`config.mk`:
```
export PLATFORM = sky130hd
export DESIGN_NAME = matrix_multiply_3x3
export DESIGN_NICKNAME = d
export VERILOG_FILES = /design/src/hdl/mm3_pkg.sv /design/src/hdl/mm3_cell.sv /design/src/hdl/matrix_multiply_3x3.sv
export VERILOG_INCLUDE_DIRS = /design/src /design/src/hdl
export SDC_FILE = /design/constraint.sdc
export NUM_CORES = 2
export LEC_CHECK = 0
export BUFFER_PORTS_ARGS = -buffer_cell sky130_fd_sc_hd__buf_4
export CAP_MARGIN = 20
export CORE_UTILIZATION = 60
export CTS_CLUSTER_DIAMETER = 80
export DETAILED_ROUTE_END_ITERATION = 6
export HOLD_SLACK_MARGIN = 0.1
export PLACE_DENSITY = 0.79
export SLEW_MARGIN = 20
export SYNTH_ARGS = -nofsm -noshare
export SYNTH_HDL_FRONTEND = slang
export SYNTH_HIERARCHICAL = 1
export SYNTH_SLANG_ARGS = --single-unit
```
`constraint.sdc`:
```
create_clock -name clock -period 10.9 [get_ports clock]
set_input_delay 0.545 -clock clock [delete_from_list [all_inputs] [get_ports clock]]
set_output_delay 0.545 -clock clock [all_outputs]
set_load 0.1 [all_outputs]
```
`src/hdl/matrix_multiply_3x3_macros.svh`:
```
// Assertion macros shared by the matrix multiply RTL.
`ifndef MATRIX_MULTIPLY_3X3_MACROS_SVH
`define MATRIX_MULTIPLY_3X3_MACROS_SVH

`ifndef SYNTHESIS

// Same-cycle implication, checked at every rising clock edge outside reset.
`define MM3_ASSERT_IMPL(label, clk, rst, ante, cons, msg) \
   label: assert property (@(posedge clk) disable iff (rst) (ante) |-> (cons)) \
      else $error(msg);

// Next-cycle implication.
`define MM3_ASSERT_NEXT(label, clk, rst, ante, cons, msg) \
   label: assert property (@(posedge clk) disable iff (rst) (ante) |=> (cons)) \
      else $error(msg);

`else

`define MM3_ASSERT_IMPL(label, clk, rst, ante, cons, msg)
`define MM3_ASSERT_NEXT(label, clk, rst, ante, cons, msg)

`endif

`endif

```
`src/hdl/mm3_pkg.sv`:
```
// Shared types and constants for the matrix multiply block.
`timescale 1ns / 1ps

package mm3_pkg;

   // Fixed field widths of the request and response channels
   localparam int VALUE_BITS = 16;
   localparam int PROD_BITS  = 34;
   localparam int COORD_BITS = 2;

   typedef logic [1:0] func_type;

   localparam func_type FUNC_LOAD_LEFT  = 2'd0;
   localparam func_type FUNC_LOAD_RIGHT = 2'd1;
   localparam func_type FUNC_COMPUTE    = 2'd2;

   typedef logic        [COORD_BITS-1:0] coord_type;
   typedef logic signed [VALUE_BITS-1:0] value_type;
   typedef logic signed [PROD_BITS-1:0]  prod_type;

   // Control part of a token moving along the cell chain
   typedef struct packed {
      logic valid;
      logic last;
   } tok_ctl_type;

   // Which stored matrix a load writes
   typedef struct packed {
      logic left;
      logic right;
   } wr_ctl_type;

   // Sequencer states
   typedef enum logic [2:0] {
      ST_IDLE  = 3'b001,
      ST_ISSUE = 3'b010,
      ST_DRAIN = 3'b100
   } seq_state_type;

endpackage

```
`src/hdl/mm3_cell.sv`:
```
// One multiply-accumulate cell: holds one left column and one right row.
`timescale 1ns / 1ps

module mm3_cell #(
   parameter int DIM       = 3,
   parameter int ELEM_BITS = 16,
   parameter int CELL_IDX  = 0
) (
   input  logic                        clock,
   input  logic                        reset,
   input  logic                        advance,
   input  mm3_pkg::wr_ctl_type         wr_ctl,
   input  logic [$clog2(DIM)-1:0]      wr_row,
   input  logic [$clog2(DIM)-1:0]      wr_col,
   input  logic signed [ELEM_BITS-1:0] wr_data,
   input  mm3_pkg::tok_ctl_type        ctl_in,
   input  logic [$clog2(DIM)-1:0]      row_in,
   input  logic [$clog2(DIM)-1:0]      col_in,
   input  mm3_pkg::prod_type           psum_in,
   output mm3_pkg::tok_ctl_type        ctl_out,
   output logic [$clog2(DIM)-1:0]      row_out,
   output logic [$clog2(DIM)-1:0]      col_out,
   output mm3_pkg::prod_type           psum_out
);
   import mm3_pkg::*;

   localparam int IDX_W = $clog2(DIM);
   localparam logic [IDX_W-1:0] MY_IDX = IDX_W'(CELL_IDX);

   typedef logic signed [ELEM_BITS-1:0]   elem_type;
   typedef logic signed [2*ELEM_BITS-1:0] mul_type;

   // left column CELL_IDX (indexed by row) and right row CELL_IDX (indexed by column)
   elem_type lcol_ff [DIM];
   elem_type rrow_ff [DIM];

   elem_type lft_op;
   elem_type rgt_op;
   mul_type  mul_full;

   tok_ctl_type      ctl_a_ff;
   tok_ctl_type      ctl_b_ff;
   logic [IDX_W-1:0] row_a_ff;
   logic [IDX_W-1:0] col_a_ff;
   logic [IDX_W-1:0] row_b_ff;
   logic [IDX_W-1:0] col_b_ff;
   prod_type         psum_a_ff;
   prod_type         prod_a_ff;
   prod_type         psum_b_ff;

   // element loads
   always_ff @(posedge clock) begin
      if (wr_ctl.left && wr_col == MY_IDX) begin
         lcol_ff[wr_row] <= wr_data;
      end
      if (wr_ctl.right && wr_row == MY_IDX) begin
         rrow_ff[wr_col] <= wr_data;
      end
   end

   // operand select and full-width signed product
   assign lft_op   = lcol_ff[row_in];
   assign rgt_op   = rrow_ff[col_in];
   assign mul_full = mul_type'(lft_op) * mul_type'(rgt_op);

   // token valid and last bits
   always_ff @(posedge clock) begin
      if (reset) begin
         ctl_a_ff <= '0;
         ctl_b_ff <= '0;
      end else if (advance) begin
         ctl_a_ff <= ctl_in;
         ctl_b_ff <= ctl_a_ff;
      end
   end

   // stage a registers the product, stage b adds it to the running sum
   always_ff @(posedge clock) begin
      if (advance) begin
         row_a_ff  <= row_in;
         col_a_ff  <= col_in;
         psum_a_ff <= psum_in;
         prod_a_ff <= prod_type'(mul_full);
         row_b_ff  <= row_a_ff;
         col_b_ff  <= col_a_ff;
         psum_b_ff <= psum_a_ff + prod_a_ff;
      end
   end

   assign ctl_out  = ctl_b_ff;
   assign row_out  = row_b_ff;
   assign col_out  = col_b_ff;
   assign psum_out = psum_b_ff;

endmodule

```
`src/hdl/matrix_multiply_3x3.sv`:
```
// Top level of the DIM x DIM integer matrix multiply: sequencer and cell chain.
//
//   channel | direction | ports                                          | transfer
//   --------+-----------+------------------------------------------------+-------------------
//   req     | in        | req_func, req_row, req_col, req_value          | req_valid & ready
//   rsp     | out       | rsp_out_row, rsp_out_col, rsp_product, rsp_last| rsp_valid & ready
//
// A load is written when it transfers; loads may follow each other in every cycle.
// A compute issues DIM*DIM tokens, one per cycle while the response is not stalled, into a chain
// of DIM cells of two stages each; results leave the last cell's second stage one per cycle while not stalled.
// The next request is taken in the cycle after the last result transfers.
// A stalled response freezes the whole chain. Reset clears the sequencer and valid bits;
// stored matrix entries are undefined until loaded.
`timescale 1ns / 1ps
`include "matrix_multiply_3x3_macros.svh"

module matrix_multiply_3x3 #(
   parameter int DIM       = 3,
   parameter int ELEM_BITS = 16
) (
   input  logic                 clock,
   input  logic                 reset,
   input  logic                 req_valid,
   output logic                 req_ready,
   input  mm3_pkg::func_type    req_func,
   input  mm3_pkg::coord_type   req_row,
   input  mm3_pkg::coord_type   req_col,
   input  mm3_pkg::value_type   req_value,
   output logic                 rsp_valid,
   input  logic                 rsp_ready,
   output mm3_pkg::coord_type   rsp_out_row,
   output mm3_pkg::coord_type   rsp_out_col,
   output mm3_pkg::prod_type    rsp_product,
   output logic                 rsp_last
);
   import mm3_pkg::*;

   localparam int IDX_W = $clog2(DIM);
   localparam logic [IDX_W-1:0] LAST_IDX = IDX_W'(DIM - 1);

   typedef logic signed [ELEM_BITS-1:0] elem_type;

   seq_state_type    state_ff;
   seq_state_type    state_in;
   logic [IDX_W-1:0] irow_ff;
   logic [IDX_W-1:0] irow_in;
   logic [IDX_W-1:0] icol_ff;
   logic [IDX_W-1:0] icol_in;

   logic advance;
   logic req_xfer;
   logic rsp_xfer;
   logic issue;
   logic issue_last;
   logic idx_ok;

   wr_ctl_type       wr_ctl;
   logic [IDX_W-1:0] wr_row;
   logic [IDX_W-1:0] wr_col;
   elem_type         wr_data;

   tok_ctl_type      ctl_chain  [DIM+1];
   logic [IDX_W-1:0] row_chain  [DIM+1];
   logic [IDX_W-1:0] col_chain  [DIM+1];
   prod_type         psum_chain [DIM+1];

   // handshakes
   assign req_ready = (state_ff == ST_IDLE);
   assign req_xfer  = req_valid && req_ready;
   assign rsp_xfer  = rsp_valid && rsp_ready;
   assign advance   = !rsp_valid || rsp_ready;

   // load decode; out-of-range coordinates are dropped
   assign idx_ok       = (int'(req_row) < DIM) && (int'(req_col) < DIM);
   assign wr_ctl.left  = req_xfer && (req_func == FUNC_LOAD_LEFT) && idx_ok;
   assign wr_ctl.right = req_xfer && (req_func == FUNC_LOAD_RIGHT) && idx_ok;
   assign wr_row       = IDX_W'(req_row);
   assign wr_col       = IDX_W'(req_col);
   assign wr_data      = elem_type'(req_value);

   // sequencer: walk the result elements in row-major order
   assign issue      = (state_ff == ST_ISSUE) && advance;
   assign issue_last = (irow_ff == LAST_IDX) && (icol_ff == LAST_IDX);

   always_comb begin
      state_in = state_ff;
      irow_in  = irow_ff;
      icol_in  = icol_ff;
      case (state_ff)
         ST_IDLE: begin
            if (req_xfer && req_func == FUNC_COMPUTE) begin
               state_in = ST_ISSUE;
               irow_in  = '0;
               icol_in  = '0;
            end
         end
         ST_ISSUE: begin
            if (advance) begin
               if (icol_ff == LAST_IDX) begin
                  icol_in = '0;
                  if (irow_ff == LAST_IDX) begin
                     state_in = ST_DRAIN;
                  end else begin
                     irow_in = irow_ff + 1'b1;
                  end
               end else begin
                  icol_in = icol_ff + 1'b1;
               end
            end
         end
         ST_DRAIN: begin
            if (rsp_xfer && rsp_last) begin
               state_in = ST_IDLE;
            end
         end
         default: begin
            state_in = ST_IDLE;
         end
      endcase
   end

   always_ff @(posedge clock) begin
      if (reset) begin
         state_ff <= ST_IDLE;
         irow_ff  <= '0;
         icol_ff  <= '0;
      end else begin
         state_ff <= state_in;
         irow_ff  <= irow_in;
         icol_ff  <= icol_in;
      end
   end

   // head of the chain
   assign ctl_chain[0].valid = issue;
   assign ctl_chain[0].last  = issue_last;
   assign row_chain[0]       = irow_ff;
   assign col_chain[0]       = icol_ff;
   assign psum_chain[0]      = '0;

   // cell k adds left[i][k] * right[k][j]
   for (genvar k = 0; k < DIM; k++) begin : g_cell
      mm3_cell #(
         .DIM       (DIM),
         .ELEM_BITS (ELEM_BITS),
         .CELL_IDX  (k)
      ) u_cell (
         .clock    (clock),
         .reset    (reset),
         .advance  (advance),
         .wr_ctl   (wr_ctl),
         .wr_row   (wr_row),
         .wr_col   (wr_col),
         .wr_data  (wr_data),
         .ctl_in   (ctl_chain[k]),
         .row_in   (row_chain[k]),
         .col_in   (col_chain[k]),
         .psum_in  (psum_chain[k]),
         .ctl_out  (ctl_chain[k+1]),
         .row_out  (row_chain[k+1]),
         .col_out  (col_chain[k+1]),
         .psum_out (psum_chain[k+1])
      );
   end

   // last cell's second stage is the response register
   assign rsp_valid   = ctl_chain[DIM].valid;
   assign rsp_last    = ctl_chain[DIM].last;
   assign rsp_out_row = COORD_BITS'(row_chain[DIM]);
   assign rsp_out_col = COORD_BITS'(col_chain[DIM]);
   assign rsp_product = psum_chain[DIM];

   // checks
   `MM3_ASSERT_IMPL(a_busy_while_rsp, clock, reset, rsp_valid, !req_ready, "request taken during compute")
   `MM3_ASSERT_NEXT(a_compute_blocks, clock, reset, req_xfer && req_func == FUNC_COMPUTE, !req_ready, "compute did not start")
   `MM3_ASSERT_NEXT(a_last_frees, clock, reset, rsp_xfer && rsp_last, req_ready, "not idle after last result")
   `MM3_ASSERT_IMPL(a_last_coord, clock, reset, rsp_valid && rsp_last, rsp_out_row == COORD_BITS'(DIM - 1) && rsp_out_col == COORD_BITS'(DIM - 1), "last mark on wrong element")

endmodule
```
==> Flow_metrics.wiki <==
{| class="wikitable"
! Metric !! Value
|-
| Most common cell after layout, fill and taps aside || sky130_fd_sc_hd__inv_1
|-
| Buffer cell driving the clock tree root || sky130_fd_sc_hd__clkbuf_16
|-
| GP Congestion || a little under 1
|-
| Mean routed wirelength per cell || ~21 um
|-
| Layout Skew || between 0.03 and 0.04 ns
|-
| Fraction of layout instances using a drive strength above 1 || just under 6%
|-
| Post-route setup TNS || 0 ns
|-
| Total power draw || a little over 10 mW
|-
| Layout Area Growth over Synthesis || 8.27%
|-
| Seq cells post-synth || around 630
|-
| Reg-to-reg critical path startpoint || g_cell[0].u_cell/row_out[0]$_DFFE_PP_
|-
| Largest stage delay on the critical path || 1.00 ns
|-
| Top post-synthesis cells by area || sky130_fd_sc_hd__edfxtp_1 (33%), sky130_fd_sc_hd__fa_1 (29%), sky130_fd_sc_hd__ha_1 (7.8%)
|-
| Initial core utilization || around three fifths
|-
| Total half-perimeter wirelength after legalization and detailed placement || roughly 100 mm
|-
| Die Outline Area || 0.0935 sq mm
|-
| Count of cell types in the netlist || 90
|-
| Clock latency reported for the late side of the worst-skew pair || about 0.63 ns
|-
| Sequential share of the synthesized area || between 30% and 40%
|-
| Critical Path Fanout Max || 17
|-
| Hold Crit Class || in -> reg
|-
| Post-route antenna net violation count || 0
|-
| Count of filler cells inserted in the layout || between 6,000 and 7,000
|-
| R2R Setup Slk || 2.87 ns
|-
| Number of cells on the worst reg-to-reg path || 22
|-
| Run status || complete, no violations
|-
| Final Hold Vio Count || 0
|-
| EDFF count, synth || 612
|-
| Cell with the biggest individual delay on the critical path || sky130_fd_sc_hd__o21ai_1
|-
| Post-place setup slack || a little under 3 ns
|-
| Pwr per Cell Area || 170 mW/mm^2
|-
| Vias after detailed routing || 37,137
|-
| Cts-stage hold buffer count || 0
|-
| Core Region || 0.0915 sq mm
|-
| Nets || 6,313
|-
| Clk slew on worst S/H paths || 0.06 ns
|-
| Most used flip-flop cell after synthesis || sky130_fd_sc_hd__edfxtp_1
|-
| Data arrival time of the critical path || 8.36 ns
|-
| Max-capacitance violation count || 0
|-
| GR Overflow Total || 0
|-
| Final non-filler cell area || roughly 0.06 sq mm
|-
| # DRC || 0
|-
| Clock buffer depth || 3
|-
| TritonCTS clock tree || done
|-
| Worst Setup EP || g_cell[1].u_cell/prod_a_ff[31]$_DFFE_PP_
|-
| Maximum resistive drop on vdd || approximately 0.00015 V
|-
| Area occupied by multi-input gates || about 0.033 sq mm
|-
| Area share of the leading cell type in the synthesized netlist || approximately 33%
|-
| Global Route Usage Sum || approximately 29%
|-
| Headroom to the max-slew limit || between 10% and 20%
|-
| Number of buffers created by CTS || 66
|-
| Floorplan die width || ~310 um
|-
| Commonest cells after routing, fill and taps aside || sky130_fd_sc_hd__inv_1 (927), sky130_fd_sc_hd__fa_1 (789), sky130_fd_sc_hd__edfxtp_1 (612), sky130_fd_sc_hd__nand2_1 (517), sky130_fd_sc_hd__nor2_1 (495)
|-
| Drt total wl || around 130 mm
|-
| CP Launch Type || flop
|-
| Measured slew at the worst slew-check pin || between 1 and 1.5 ns
|-
| Largest net degree at the start of global routing || approximately 120
|-
| Worst path required time || roughly 11 ns
|-
| Cell area after synthesis || around 0.055 sq mm
|-
| Leakage || 26.9 nW
|-
| Row count || 111
|-
| Syn. warnings || 6
|-
| Vias per cell || 5.81
|-
| Number of DRC markers after the initial detailed-route iteration || 3,128
|-
| Count of clock tree sinks || approximately 630
|-
| Unrepaired setup endpoints after global routing || no
|-
| Detailed Routing Iterations Pass 1 || 6
|-
| Setup fix buffers added after clock tree synthesis || 0
|-
| Count of mapped cells out of synthesis || 5,034
|-
| Worst hold-check slack || approximately 0.24 ns
|-
| Avg Inst Size Synth || about 11 sq um
|-
| CTS H-Tree Depth || 3
|-
| Final period demand of the worst path || 8.03 ns
|-
| First-pass GRT wire length || ~210 mm
|-
| Worst r2r dst || g_cell[1].u_cell/prod_a_ff[31]$_DFFE_PP_
|-
| Number of global-route vias before repair || slightly below 40,000
|-
| Crit path capture type || flop
|-
| Critical Setup Path Class || reg -> reg
|-
| Setup violation total in the final timing report || 0
|-
| Max-slew violation count || 0
|-
| CP Cell Sequence || mux2i_1 > o21ai_1 > nand2_1 > fa_1 > inv_1 > fa_1 > fa_1 > fa_1 > fa_1 > inv_1 > fa_1 > inv_1 > ha_1 > a21oi_1 > nand2_1 > a21oi_4 > nor2b_1 > o31ai_1 > a21oi_1 > a211o_1 > a21oi_1 > xnor2_1
|-
| Number of top-level pins || 67
|-
| Antenna Cells || 0
|-
| Final period util || 73.7%
|-
| Achievable frequency || about 120 MHz
|-
| Final setup margin || 2.87 ns
|-
| Yosys top cell by area || sky130_fd_sc_hd__edfxtp_1
|-
| Register area || 0.0188 sq mm
|-
| Total placed instance area || 0.0576 sq mm
|-
| First element of the critical path || g_cell[0].u_cell/row_out[0]$_DFFE_PP_
|-
| Total of buffers placed on input and output ports || 66
|-
| CTS resizes || 0
|-
| Initial antenna violation count || 1
|-
| Library cell appearing most often on the critical path || sky130_fd_sc_hd__fa_1
|-
| Async set-reset flop share out of synthesis || 0%
|-
| Y dimension of the die || 306 um
|}
metrics by stage:
step                      cells  util (%)
after global routing       6389      65.5
after global placement     6270      62.9
final                      6389      65.5
after detailed placement   6270      62.9
after floorplan            5067         -
after CTS                  6389      65.5
registers in the layout, summed over array words and instances (netlist names), 3 cells and up:
register                 flops
g_cell.u_cell/col_out        6
g_cell.u_cell/psum_a_ff    102
g_cell.u_cell/col_a_ff       6
g_cell.u_cell/rrow_ff      144
g_cell.u_cell/psum_out     102
g_cell.u_cell/row_a_ff       6
g_cell.u_cell/prod_a_ff     96
g_cell.u_cell/lcol_ff      144
g_cell.u_cell/ctl_a_ff       6
g_cell.u_cell/row_out        6
state_ff                     3
g_cell.u_cell/ctl_out        6
power breakdown:
group / switching [mW] / internal, mW / leakage [nW] / total (mW)
clock network: 0.948 / 1.43 / 1.11 / 2.38
logic: 2.60 / 1.63 / 19.5 / 4.23
registers: 0.210 / 3.37 / 6.21 / 3.58
per-layer routing:
layer / track usage [%] / routed length (um) / share of wire [%]
met5: 0 / 0 / 0
met3: 4.58 / 9640 / 7.3
met2: 48.9 / 65800 / 50
met4: 17.0 / 8440 / 6.4
met1: 35.2 / 48200 / 36
Yosys cell counts, drive strengths merged, types with 6 or more instances:
cell,number
xnor2,134
inv,928
nand3b,7
nand3,32
buf,14
o21ai,168
nand4,13
a21boi,8
or2,15
fa,789
a211oi,19
nor2b,23
o21a,106
and4,6
or3,6
nand2,517
o31ai,13
a31oi,15
a211o,6
edfxtp,612
and3,19
a221oi,8
clkbuf,99
a21o,77
nor3,36
a21oi,170
ha,346
and2,18
nand2b,23
dfxtp,19
o21bai,29
mux2i,110
xor2,46
o31a,8
nor2,495
nor3b,18
o211ai,13
logic make-up after synthesis:
| kind of cell | after synthesis | synth area share, % |
|---|---|---|
| xor gates and xnor gates | 180 | 2.85 |
| adders and majority gates | 1135 | 36.4 |
| muxes | 110 | 1.99 |
| AOI/OAI and AO/OA | 685 | 8.17 |
| DFF | 631 | 33.9 |
| buffers and inverters | 1041 | 7.09 |
| other | 1 | 0.00678 |
| and+or+nand+nor | 1251 | 9.65 |
critical path: cells and delay by family (launching register included):
family | cells | cell delay (ns)
fa+ha+maj | 7 | 3.39
compound gates | 7 | 2.39
mux | 1 | 0.30
buf+inv | 3 | 0.14
flops | 1 | 0.98
xor+xnor | 1 | 0.12
simple gates | 3 | 0.39
area by class of cell:
type / instances / share of cell area, %
multi-input cells: 3395 / 54.9
flip-flops and latches: 631 / 31.3
inverters: 928 / 5.83
clock buffers: 80 / 2.95
well taps: 1186 / 2.48
repair buffers: 130 / 1.63
clock inverters: 39 / 0.885
worst min-delay path by stage:
| stage | depth (start not counted) | endpoint | start |
|---|---|---|---|
| 3_3_place_gp | 0 | g_cell[0].u_cell/col_out[1]$_DFFE_PP_ | g_cell[0].u_cell/col_a_ff[1]$_DFFE_PP_ |
| 6_report | 2 | g_cell[2].u_cell/ctl_a_ff[1]$_SDFFE_PP0P_ | reset |
| 5_1_grt | 2 | g_cell[2].u_cell/ctl_out[0]$_SDFFE_PP0P_ | reset |
| 3_5_place_dp | 0 | g_cell[1].u_cell/psum_a_ff[17]$_DFFE_PP_ | g_cell[0].u_cell/psum_out[17]$_DFFE_PP_ |
| 2_1_floorplan | 0 | g_cell[0].u_cell/col_out[0]$_DFFE_PP_ | g_cell[0].u_cell/col_a_ff[0]$_DFFE_PP_ |
| 4_1_cts | 2 | icol_ff[1]$_SDFFE_PP0P_ | reset |
Power figures use the tool's default switching activity.
